<file path="src/rtl/gwm_pkg.sv">
package gwm_pkg;

   // Configuration register index and the register map.
   typedef logic [2:0] csr_idx_type;

   localparam csr_idx_type CSR_WORD0  = 3'd0;
   localparam csr_idx_type CSR_WORD1  = 3'd1;
   localparam csr_idx_type CSR_WORD2  = 3'd2;
   localparam csr_idx_type CSR_WORD3  = 3'd3;
   localparam csr_idx_type CSR_LENGTH = 3'd4;

   // Pattern words in order; word k holds pattern characters 8k to 8k+7.
   localparam int          CSR_WORDS = 4;
   localparam csr_idx_type CSR_WORD_IDX [CSR_WORDS] = '{CSR_WORD0, CSR_WORD1,
                                                        CSR_WORD2, CSR_WORD3};

   localparam int CSR_DATA_W  = 64;
   localparam int LENGTH_W    = 6;
   localparam int CHARS_PER_W = CSR_DATA_W / 8;

   // Input item kinds.
   localparam logic KIND_TEXT = 1'b0;
   localparam logic KIND_END  = 1'b1;

   // Wildcard characters.
   localparam logic [7:0] WILD_ONE = 8'h3F;
   localparam logic [7:0] WILD_RUN = 8'h2A;

   // ASCII case folding: only A-Z map to a-z.
   function automatic logic [7:0] fold_char(input logic [7:0] c);
      logic [7:0] r;
      r = c;
      if (c >= 8'h41 && c <= 8'h5A) begin
         r = c + 8'h20;
      end
      return r;
   endfunction

endpackage

</file>
<file path="src/rtl/glob_wildcard_matcher_top.sv">
// Latency: a result appears in the cycle after its end-of-string transaction is accepted.
// Throughput: one input transaction per cycle; the position vector updates in one step.
// The result register stalls the input only while an unread result is held and not taken.
// Reset (synchronous, active high): pattern registers cleared, position vector set to
// the start position, no result pending.
module glob_wildcard_matcher_top #(
   parameter int PATTERN_CHARS = 32
) (
   input  logic                             clock,
   input  logic                             reset,
   input  logic                             req_valid,
   output logic                             req_ready,
   input  logic                             req_kind,
   input  logic [7:0]                       req_text_char,
   output logic                             rsp_valid,
   input  logic                             rsp_ready,
   output logic                             rsp_matched,
   input  logic                             csr_valid,
   output logic                             csr_ready,
   input  gwm_pkg::csr_idx_type             csr_index,
   input  logic [gwm_pkg::CSR_DATA_W-1:0]   csr_data
);
   import gwm_pkg::*;

   localparam int N  = PATTERN_CHARS;
   localparam int LW = $clog2(N + 1);

   logic [N-1:0][7:0] pattern;
   logic [LW-1:0]     used_len;
   logic [N:0]        active_ff;
   logic [N:0]        active_in;
   logic [N:0]        next_pos;
   logic              step_matched;
   logic              rsp_valid_ff;
   logic              rsp_valid_in;
   logic              rsp_matched_ff;
   logic              rsp_matched_in;
   logic              req_fire;

   gwm_cfg #(.PATTERN_CHARS(N)) u_cfg (
      .clock     (clock),
      .reset     (reset),
      .csr_valid (csr_valid),
      .csr_index (csr_index),
      .csr_data  (csr_data),
      .pattern   (pattern),
      .used_len  (used_len)
   );

   gwm_step #(.PATTERN_CHARS(N)) u_step (
      .cur_raw   (active_ff),
      .pattern   (pattern),
      .used_len  (used_len),
      .text_char (req_text_char),
      .next_pos  (next_pos),
      .matched   (step_matched)
   );

   // Input is taken whenever the result slot is free or is being emptied.
   assign req_ready = !rsp_valid_ff || rsp_ready;
   assign req_fire  = req_valid && req_ready;
   assign csr_ready = 1'b1;

   // Next tracker state and result slot.
   always_comb begin
      active_in      = active_ff;
      rsp_valid_in   = rsp_valid_ff && !rsp_ready;
      rsp_matched_in = rsp_matched_ff;
      if (req_fire) begin
         if (req_kind == KIND_END) begin
            active_in      = (N + 1)'(1);
            rsp_valid_in   = 1'b1;
            rsp_matched_in = step_matched;
         end else begin
            active_in = next_pos;
         end
      end
   end

   always_ff @(posedge clock) begin
      if (reset) begin
         active_ff    <= (N + 1)'(1);
         rsp_valid_ff <= 1'b0;
      end else begin
         active_ff    <= active_in;
         rsp_valid_ff <= rsp_valid_in;
      end
   end

   always_ff @(posedge clock) begin
      rsp_matched_ff <= rsp_matched_in;
   end

   assign rsp_valid   = rsp_valid_ff;
   assign rsp_matched = rsp_matched_ff;

endmodule

</file>
<file path="src/rtl/gwm_cfg.sv">
module gwm_cfg #(
   parameter int PATTERN_CHARS = 32
) (
   input  logic                                  clock,
   input  logic                                  reset,
   input  logic                                  csr_valid,
   input  gwm_pkg::csr_idx_type                  csr_index,
   input  logic [gwm_pkg::CSR_DATA_W-1:0]        csr_data,
   output logic [PATTERN_CHARS-1:0][7:0]         pattern,
   output logic [$clog2(PATTERN_CHARS+1)-1:0]    used_len
);
   import gwm_pkg::*;

   localparam int LW = $clog2(PATTERN_CHARS + 1);

   logic [PATTERN_CHARS-1:0][7:0] pat_ff;
   logic [LENGTH_W-1:0]           len_ff;

   // Pattern bytes: each character sits in a fixed byte of one word register.
   for (genvar i = 0; i < PATTERN_CHARS; i++) begin : g_char
      always_ff @(posedge clock) begin
         if (reset) begin
            pat_ff[i] <= '0;
         end else if (csr_valid && csr_index == CSR_WORD_IDX[i / CHARS_PER_W]) begin
            pat_ff[i] <= csr_data[(i % CHARS_PER_W) * 8 +: 8];
         end
      end
   end

   // Pattern length register keeps the low six bits as written.
   always_ff @(posedge clock) begin
      if (reset) begin
         len_ff <= '0;
      end else if (csr_valid && csr_index == CSR_LENGTH) begin
         len_ff <= csr_data[LENGTH_W-1:0];
      end
   end

   // A length above the pattern capacity is taken as the full capacity.
   always_comb begin
      if (len_ff > LENGTH_W'(PATTERN_CHARS)) begin
         used_len = LW'(PATTERN_CHARS);
      end else begin
         used_len = len_ff[LW-1:0];
      end
   end

   assign pattern = pat_ff;

endmodule

</file>
<file path="src/rtl/gwm_step.sv">
module gwm_step #(
   parameter int PATTERN_CHARS = 32
) (
   input  logic [PATTERN_CHARS:0]                cur_raw,
   input  logic [PATTERN_CHARS-1:0][7:0]         pattern,
   input  logic [$clog2(PATTERN_CHARS+1)-1:0]    used_len,
   input  logic [7:0]                            text_char,
   output logic [PATTERN_CHARS:0]                next_pos,
   output logic                                  matched
);
   import gwm_pkg::*;

   localparam int N    = PATTERN_CHARS;
   localparam int LW   = $clog2(N + 1);
   localparam int LVLS = $clog2(N + 1);

   logic [N-1:0] is_run;
   logic [N-1:0] adv;
   logic [7:0]   text_fold;
   logic [N:0]   gen_v;
   logic [N:0]   prop_v;
   logic [N:0]   cur;

   // Decode each pattern position against the current text byte.
   always_comb begin
      text_fold = fold_char(text_char);
      for (int i = 0; i < N; i++) begin
         is_run[i] = (LW'(i) < used_len) && (pattern[i] == WILD_RUN);
         adv[i]    = (LW'(i) < used_len) && (pattern[i] != WILD_RUN)
                     && ((pattern[i] == WILD_ONE) || (fold_char(pattern[i]) == text_fold));
      end
   end

   // Star closure as a log-depth prefix: an active position followed by a run
   // of stars activates every position up to the end of that run.
   always_comb begin
      logic [N:0] g_prev;
      logic [N:0] p_prev;
      for (int j = 0; j <= N; j++) begin
         gen_v[j]  = cur_raw[j] && (LW'(j) <= used_len);
         prop_v[j] = (j > 0) ? is_run[(j > 0) ? j - 1 : 0] : 1'b0;
      end
      for (int lv = 0; lv < LVLS; lv++) begin
         g_prev = gen_v;
         p_prev = prop_v;
         for (int j = 0; j <= N; j++) begin
            if (j >= (1 << lv)) begin
               gen_v[j]  = g_prev[j] | (p_prev[j] & g_prev[j - (1 << lv)]);
               prop_v[j] = p_prev[j] & p_prev[j - (1 << lv)];
            end
         end
      end
      cur = gen_v;
   end

   // One text character: stars hold their position, other matches advance.
   always_comb begin
      next_pos = '0;
      for (int i = 0; i < N; i++) begin
         if (cur[i] && is_run[i]) begin
            next_pos[i] = 1'b1;
         end
         if (cur[i] && adv[i]) begin
            next_pos[i+1] = 1'b1;
         end
      end
   end

   assign matched = cur[used_len];

endmodule

</file>
<file path="config.mk">
export PLATFORM = sky130hd
export DESIGN_NAME = glob_wildcard_matcher_top
export DESIGN_NICKNAME = d
export VERILOG_FILES = /design/src/rtl/gwm_pkg.sv /design/src/rtl/glob_wildcard_matcher_top.sv /design/src/rtl/gwm_cfg.sv /design/src/rtl/gwm_step.sv
export SDC_FILE = /design/constraint.sdc
export NUM_CORES = 1
export LEC_CHECK = 0
export BUFFER_PORTS_ARGS = -buffer_cell sky130_fd_sc_hd__buf_2
export CORE_MARGIN = 8
export CORE_UTILIZATION = 59
export CTS_CLUSTER_DIAMETER = 80
export CTS_CLUSTER_SIZE = 40
export DETAILED_ROUTE_END_ITERATION = 7
export PLACE_DENSITY = 0.78
export SLEW_MARGIN = 20
export SYNTH_ARGS = -nofsm -noshare
export SYNTH_HDL_FRONTEND = slang
export SYNTH_SLANG_ARGS = --single-unit
</file>
<file path="constraint.sdc">
create_clock -name clock -period 9.75 [get_ports clock]
set_input_delay 0.4875 -clock clock [delete_from_list [all_inputs] [get_ports clock]]
set_output_delay 0.4875 -clock clock [all_outputs]
set_load 0.1 [all_outputs]
</file>
# After elaboration in Yosys (flattened, before gate mapping)
# Index checks and enable logic that the tools add are counted.
classes:
  addsub: 33
  mul: 0
  div: 0
  magnitude_cmp: 133
  n_eq_ne: 132
  shifts: 0
  mux: 103
  bitwise: 373
  n_reduce_logical: 270
ops:
  columns: ["operator", "n"]
  rows:
  - ["$eq 8x6->1 const B", 64]
  - ["$add 8x6->8 const B", 33]
  - ["$ge 8x7->1 const B", 33]
  - ["$le 8x7->1 const B", 33]
  - ["$mux 8", 33]
  - ["$eq 8x8->1", 32]
  - ["$ne 8x6->1 const B", 32]
  - ["$and 1x1->1", 238]
  - ["$logic_and 1x1->1", 233]
  - ["$or 1x1->1", 135]
  - ["$le 5x6->1 const A", 16]
  - ["$lt 5x6->1 const A", 16]
  - ["$mux 1", 67]
  - ["$le 4x6->1 const A", 8]
  - ["$lt 4x6->1 const A", 8]
  - ["$logic_or 1x1->1", 33]
  - ["$mux 33", 1]
  - ["$le 3x6->1 const A", 4]
  - ["$lt 3x6->1 const A", 4]
  - ["$le 1x6->1 const A", 2]
  - ["$le 2x6->1 const A", 2]
  - ["$lt 1x6->1 const A", 2]
  - ["$lt 2x6->1 const A", 2]
  - ["$lt 6x7->1 const B", 1]
  - ["other kinds (10)", 12]
totals:
  ff_bits: 297
  latchBits: 0
  ramBits: 0
  romBits: 0
  output_inout_bits: 4
  elab_cells: 1080
  mem_count: 0

# Longest topological paths before layout
logic_depth:
  ltp_word: 17
  depth_mapped: 14

# Modules after synthesis
# From an unflattened synthesis, not the netlist that was laid out.
unflattened:
  cells_unflattened: 2500
  area_unflattened_um2: 20872.5
modules_own_cells:
  columns: ["module", "instances", "cells_per_inst", "area_each_um2", "seq_area_each_um2"]
  rows:
  - ["gwm_cfg", 1, 930, 10361.2, 5245.0]
  - ["gwm_step", 1, 1408, 8968.6, 0.0]
  - ["glob_wildcard_matcher_top", 1, 162, 1542.7, 710.7]

# Worst setup path before layout
# Ideal clock, no wire load.
synth_timing:
  kind: "register -> register"
  start: "register u_cfg.len_ff[2]"
  end: "register rsp_matched_ff, in the netlist rsp_matched, data pin"
  arrival_ps: 3063
  path_slack_ps: 6431
  stages_incl_launch_ff: 13
  period_less_slack_ps: 3319
  cell_sequence: "dfxtp_1 -> or4_1 -> clkbuf_1 -> o2111ai_2 -> o21ai_2 -> o21ai_2 -> a31oi_1 -> a21o_1 -> a41oi_2 -> or2_2 -> a2111oi_0 -> or4_1 -> o211a_1"
synth_between:
  elab_chain_cells: 17
  word_cells_on_any_way: 507
synth_lines:
  columns: ["element", "line_no", "source"]
  rows:
  - ["start: declaration", "gwm_cfg.sv:17", "logic [LENGTH_W-1:0] len_ff;"]
  - ["start signal: assignment", "gwm_cfg.sv:35", "len_ff <= csr_data[LENGTH_W-1:0];"]
  - ["$gt 6x6->1", "gwm_cfg.sv:41", "if (len_ff > LENGTH_W'(PATTERN_CHARS)) begin"]
  - ["$mux 6 *", "gwm_cfg.sv:41", null]
  - ["$lt 1x6->1 or $le 1x6->1 (tied branches)", "gwm_step.sv:28, gwm_step.sv:40", null]
  - ["$logic_and 1x1->1, on equally long branches", "gwm_step.sv:28, gwm_step.sv:40", null]
  - ["$and 1x1->1", "gwm_step.sv:48", "gen_v[j] = g_prev[j] | (p_prev[j] & g_prev[j - (1 << lv)]);"]
  - ["$or 1x1->1", "gwm_step.sv:48", null]
  - ["$and 1x1->1", "gwm_step.sv:48", null]
  - ["$or 1x1->1", "gwm_step.sv:48", null]
  - ["$and 1x1->1", "gwm_step.sv:48", null]
  - ["$or 1x1->1", "gwm_step.sv:48", null]
  - ["$and 1x1->1", "gwm_step.sv:48", null]
  - ["$or 1x1->1", "gwm_step.sv:48", null]
  - ["$and 1x1->1", "gwm_step.sv:48", null]
  - ["$or 1x1->1 (2 in series)", "gwm_step.sv:48", null]
  - ["$bmux 1 s6 *", "gwm_step.sv:69", "assign matched = cur[used_len];"]
  - ["$mux 1 (implied by the code) *", "gwm_step.sv:69", null]
  - ["net step_matched", "glob_wildcard_matcher_top.sv:33", "logic step_matched;"]
  - ["end signal: assignment", "glob_wildcard_matcher_top.sv:91", "rsp_matched_ff <= rsp_matched_in;"]
  - ["end: declaration", "glob_wildcard_matcher_top.sv:36", "logic rsp_matched_ff;"]
# The timed path passes the listed nets; every way through them passes the cells marked *. The select of a mux whose other input is x is not followed.
# A chain may end at the register's enable or synchronous reset.

# Worst setup path in the final report
layout_timing:
  start: "register u_cfg.len_ff[4]"
  end: "register active_ff[30]"
layout_between:
  elab_chain_cells: 17
  word_cells_on_any_way: 302
layout_lines:
  columns: ["element", "line_no", "source"]
  rows:
  - ["$gt 6x6->1", "gwm_cfg.sv:41", null]
  - ["$mux 6 *", "gwm_cfg.sv:41", null]
  - ["$lt 4x6->1 (tied with other cells)", "gwm_step.sv:28", "is_run[i] = (LW'(i) < used_len) && (pattern[i] == WILD_RUN);"]
  - ["$logic_and 1x1->1, on equally long branches", "gwm_step.sv:28, gwm_step.sv:40", null]
  - ["$and 1x1->1", "gwm_step.sv:48", null]
  - ["$or 1x1->1", "gwm_step.sv:48", null]
  - ["$and 1x1->1", "gwm_step.sv:48", null]
  - ["$or 1x1->1", "gwm_step.sv:48", null]
  - ["$and 1x1->1 or $or 1x1->1 (tied branches)", "gwm_step.sv:48", null]
  - ["$or 1x1->1 or $and 1x1->1 (tied branches)", "gwm_step.sv:48", null]
  - ["$and 1x1->1 or $or 1x1->1 (tied branches)", "gwm_step.sv:48", null]
  - ["$or 1x1->1 or $and 1x1->1 (tied branches)", "gwm_step.sv:48", null]
  - ["$or 1x1->1", "gwm_step.sv:48", null]
  - ["$logic_and 1x1->1", "gwm_step.sv:63", "if (cur[i] && adv[i]) begin"]
  - ["$mux 1", "gwm_step.sv:63", null]
  - ["$mux 1 *", "gwm_step.sv:60", "if (cur[i] && is_run[i]) begin"]
  - ["$mux 33 *", "glob_wildcard_matcher_top.sv:70", "if (req_kind == KIND_END) begin"]
  - ["end signal: assignment", "glob_wildcard_matcher_top.sv:82", "active_ff <= (N + 1)'(1);"]
  - ["end signal: assignment", "glob_wildcard_matcher_top.sv:85", "active_ff <= active_in;"]
  - ["end: declaration", "glob_wildcard_matcher_top.sv:30", "logic [N:0] active_ff;"]
# Every way passes the cells marked *; elsewhere a longest branch is shown, timed or not.

==> flow_summary.yaml <==
status:
  status: "complete, no violations"
timing:
  rsz0062_at_grt: "no"
  hold_viol_final: 0
  setup-tns-final_ns: 0
  final_max_slew_viol_count: 0
  finClkSkew_ns: 0.0315
  setup_viol: 0
  max_freq_mhz: 222
  worst_slack_ns: 5.24
  finalCriticalPeriod_ns: 4.51
  relSlewSlack_pct: 28.5
  period_share_pct: 46.2
  holdWs_ns: 0.209
  worst_pin_slew_ns: 1.06
floorplan:
  die_h_um: 197
  core.rowCount: 66
  die_w_um: 197
  core_area_mm2: 0.0325
  start_util_pct: 59.8
  dieArea_mm2: 0.0389
  ios: 85
layout:
  finish.utilization_pct: 63.2
  nets: 2766
  final_cell_mix: "633 x nand2_1, 353 x a21oi_1, 296 x dfxtp_1"
  area_growth_pct: 5.77
  layout_commonest_cell: "nand2_1"
  drive_gt1_share_pct: 7.82
grt:
  first_global_vias: 18765
  grt-ovfl-total: 0
  grt_use_total_pct: 33.0
  grt_max_degree: 114
  antenna_found_initial: 4
  grt_pass1_wl_um: 104000
place:
  hpwlAfterDp_um: 47500
  numPortBuffers: 83
  pre_cts_ws_ns: 5.38
  gp_congestion: 1.06
synth:
  synth-compound-area-share_pct: 22.1
  synth.area.top_cells: "dfxtp_1 31%, nand2_1 12%, a21oi_1 9.1%, xor2_1 6.7%, xnor2_1 4.7%"
  synthAdderAreaFrac_pct: 2.13
  ys_warn_count: 0
  synth_edf_count: 1
  syn_inst: 2675
  synth_area_mm2: 0.0194
  synth_top_family_by_area: "simple AND/OR/NAND/NOR gates"
  synthArstFlopShare_pct: 0
  synthXorXnorAreaFrac_pct: 11.4
  yosysTopAreaCellShare_pct: 30.5
  synth_flop_cell: "dfxtp_1"
  syn-num-nets: 2789
  synth.area.mux_share_pct: 0.368
  synth.distinct_cells: 105
  ys_seq_area_share_pct: 30.7
  synthSimpleGateAreaFrac_pct: 28.9
  yosys.area.top_type: "dfxtp_1"
  synth-seq-cells: 297
  avgSynthCellArea_um2: 7.25
setup_path:
  end_kind: "flop"
  crit_fanout: 25
  slowest_stage: "dfxtp_1"
  required_ns: 10.20
  critPathLaunchType: "flop"
  crit_type: "reg -> reg"
  path_cells: "a21oi_1, a21oi_1, and4b_1, nand2_1, nor4_2, o211ai_2, a21oi_2, o2111ai_2, a211o_1, a211o_1, a21oi_2"
  max_stage_delay_ns: 0.93
  critPathArrivalTime_ns: 4.96
clocking:
  post-cts-setup-buffers: 0
  cts_buffers: 16
  hold_buffers: 0
  htreeDepth: 1
  cts_buffer_depth: 3
  cts_root_buffer: "clkbuf_16"
  tritoncts: "built"
  clk_pin_slew_ns: 0.10
  insertion_delay_ns: 0.55
  cts.sinks: 297
  cts_resized: 0
pwr:
  p_clk_share_pct: 33.0
  power_mw: 2.36
  power_leakage_nw: 6.86
  p_sw_share_pct: 29.3
  pwr-share-comb_pct: 12.9
  peakVddDrop_v: 0.000149
  pwr-share-seq_pct: 54.0
  p_switching_mw: 0.691
  p_int_mw: 1.67
  power_density_mw_per_mm2: 115
routing:
  dr.first_iter.drc_count: 1871
  ant_nets: 0
  wl_um: 66500
  avgViaCountPerCell: 6.40
  wl_per_cell_um: 21.4
  vias: 19855
  drcViolationCount: 0
  firstDrtPassIters: 5
worst_hold_path:
  hp-class: "in -> reg"
job:
  maxCapViolCount: 0
## critical path: cells and delay by family (launching register included)
kind             cells  cell delay, ns
AO/OA/AOI/OAI        8            2.44
flip-flops           1            0.93
AND/OR/NAND/NOR      3            1.04
## Yosys cell counts (all sizes together) (10+ instances only)
cell / count
o41ai: 12
nand4b: 12
a21o: 25
ha: 33
a31oi: 27
nor4: 25
a22o: 11
xor2: 148
nor2: 144
xnor2: 105
nor3b: 32
o21a: 10
o22ai: 12
dfxtp: 296
a22oi: 21
or3: 33
inv: 44
and2: 19
nand2: 634
a21oi: 355
nand4: 31
o21ai: 82
nand3: 77
nor3: 89
a41oi: 18
buf: 35
o31ai: 13
clkbuf: 119
and3: 21
nor4b: 17
## logic make-up after synthesis
logic type	after synthesis
and+or+nand+nor	1195
AOI/OAI and AO/OA	689
DFF	297
xor gates and xnor gates	253
buffers and inverters	200
adders and majority gates	33
muxes	7
other	1
## metrics by stage
| stage | area (µm²) | std cells |
|---|---|---|
| after global placement | 20000 | 3076 |
| final | 20500 | 3104 |
| after detailed placement | 20000 | 3076 |
| after CTS | 20500 | 3102 |
| after floorplan | 19400 | 2675 |
| after global routing | 20500 | 3102 |
## power groups by stage
stage	clock [mW]	combinational, mW	sequential [mW]
after floorplan	0	0.203	1.29
final	0.779	0.305	1.27
after global placement	0	0.291	1.30
after CTS	0.786	0.299	1.27
after detailed placement	0	0.298	1.30
after global routing	0.823	0.328	1.28
## final timing paths
path | cells after the start | endpoint | slack [ns] | startpoint
setup reg to reg | 11 | active_ff[30]$_SDFFE_PP0P_ | 5.24 | u_cfg.len_ff[4]$_SDFFE_PP0P_
setup / recovery | 11 | active_ff[30]$_SDFFE_PP0P_ | 5.24 | u_cfg.len_ff[4]$_SDFFE_PP0P_
hold / removal | 3 | u_cfg.pattern[155]$_SDFFE_PP0P_ | 0.21 | csr_data[27]
hold reg to reg | 2 | active_ff[32]$_SDFFE_PP0P_ | 0.46 | active_ff[32]$_SDFFE_PP0P_
## registers in the layout, indices dropped and copies added, names as in the netlist
name and cells:
u_cfg.pattern 256, active_ff 33, rsp_matched 1, rsp_valid 1, u_cfg.len_ff 6
## routing by layer
layer	vias to the layer above	GRT usage, %	wire [µm]
li1	9382	-	-
met1	9519	43.6	28500
met2	818	53.7	30500
met3	136	4.34	5130
met4	0	13.5	2390
met5	-	0	0
## area by class of cell
type,instances,area [µm²]
multi-input cells,2178,12700
fillers,3003,11900
flip-flops and latches,297,5960
repair buffers,115,664
well taps,442,553
clock buffers,18,418
inverters,44,165
clock inverters,8,92.6
diodes,2,5.00
Note: power is estimated with default switching activity, not from simulation.
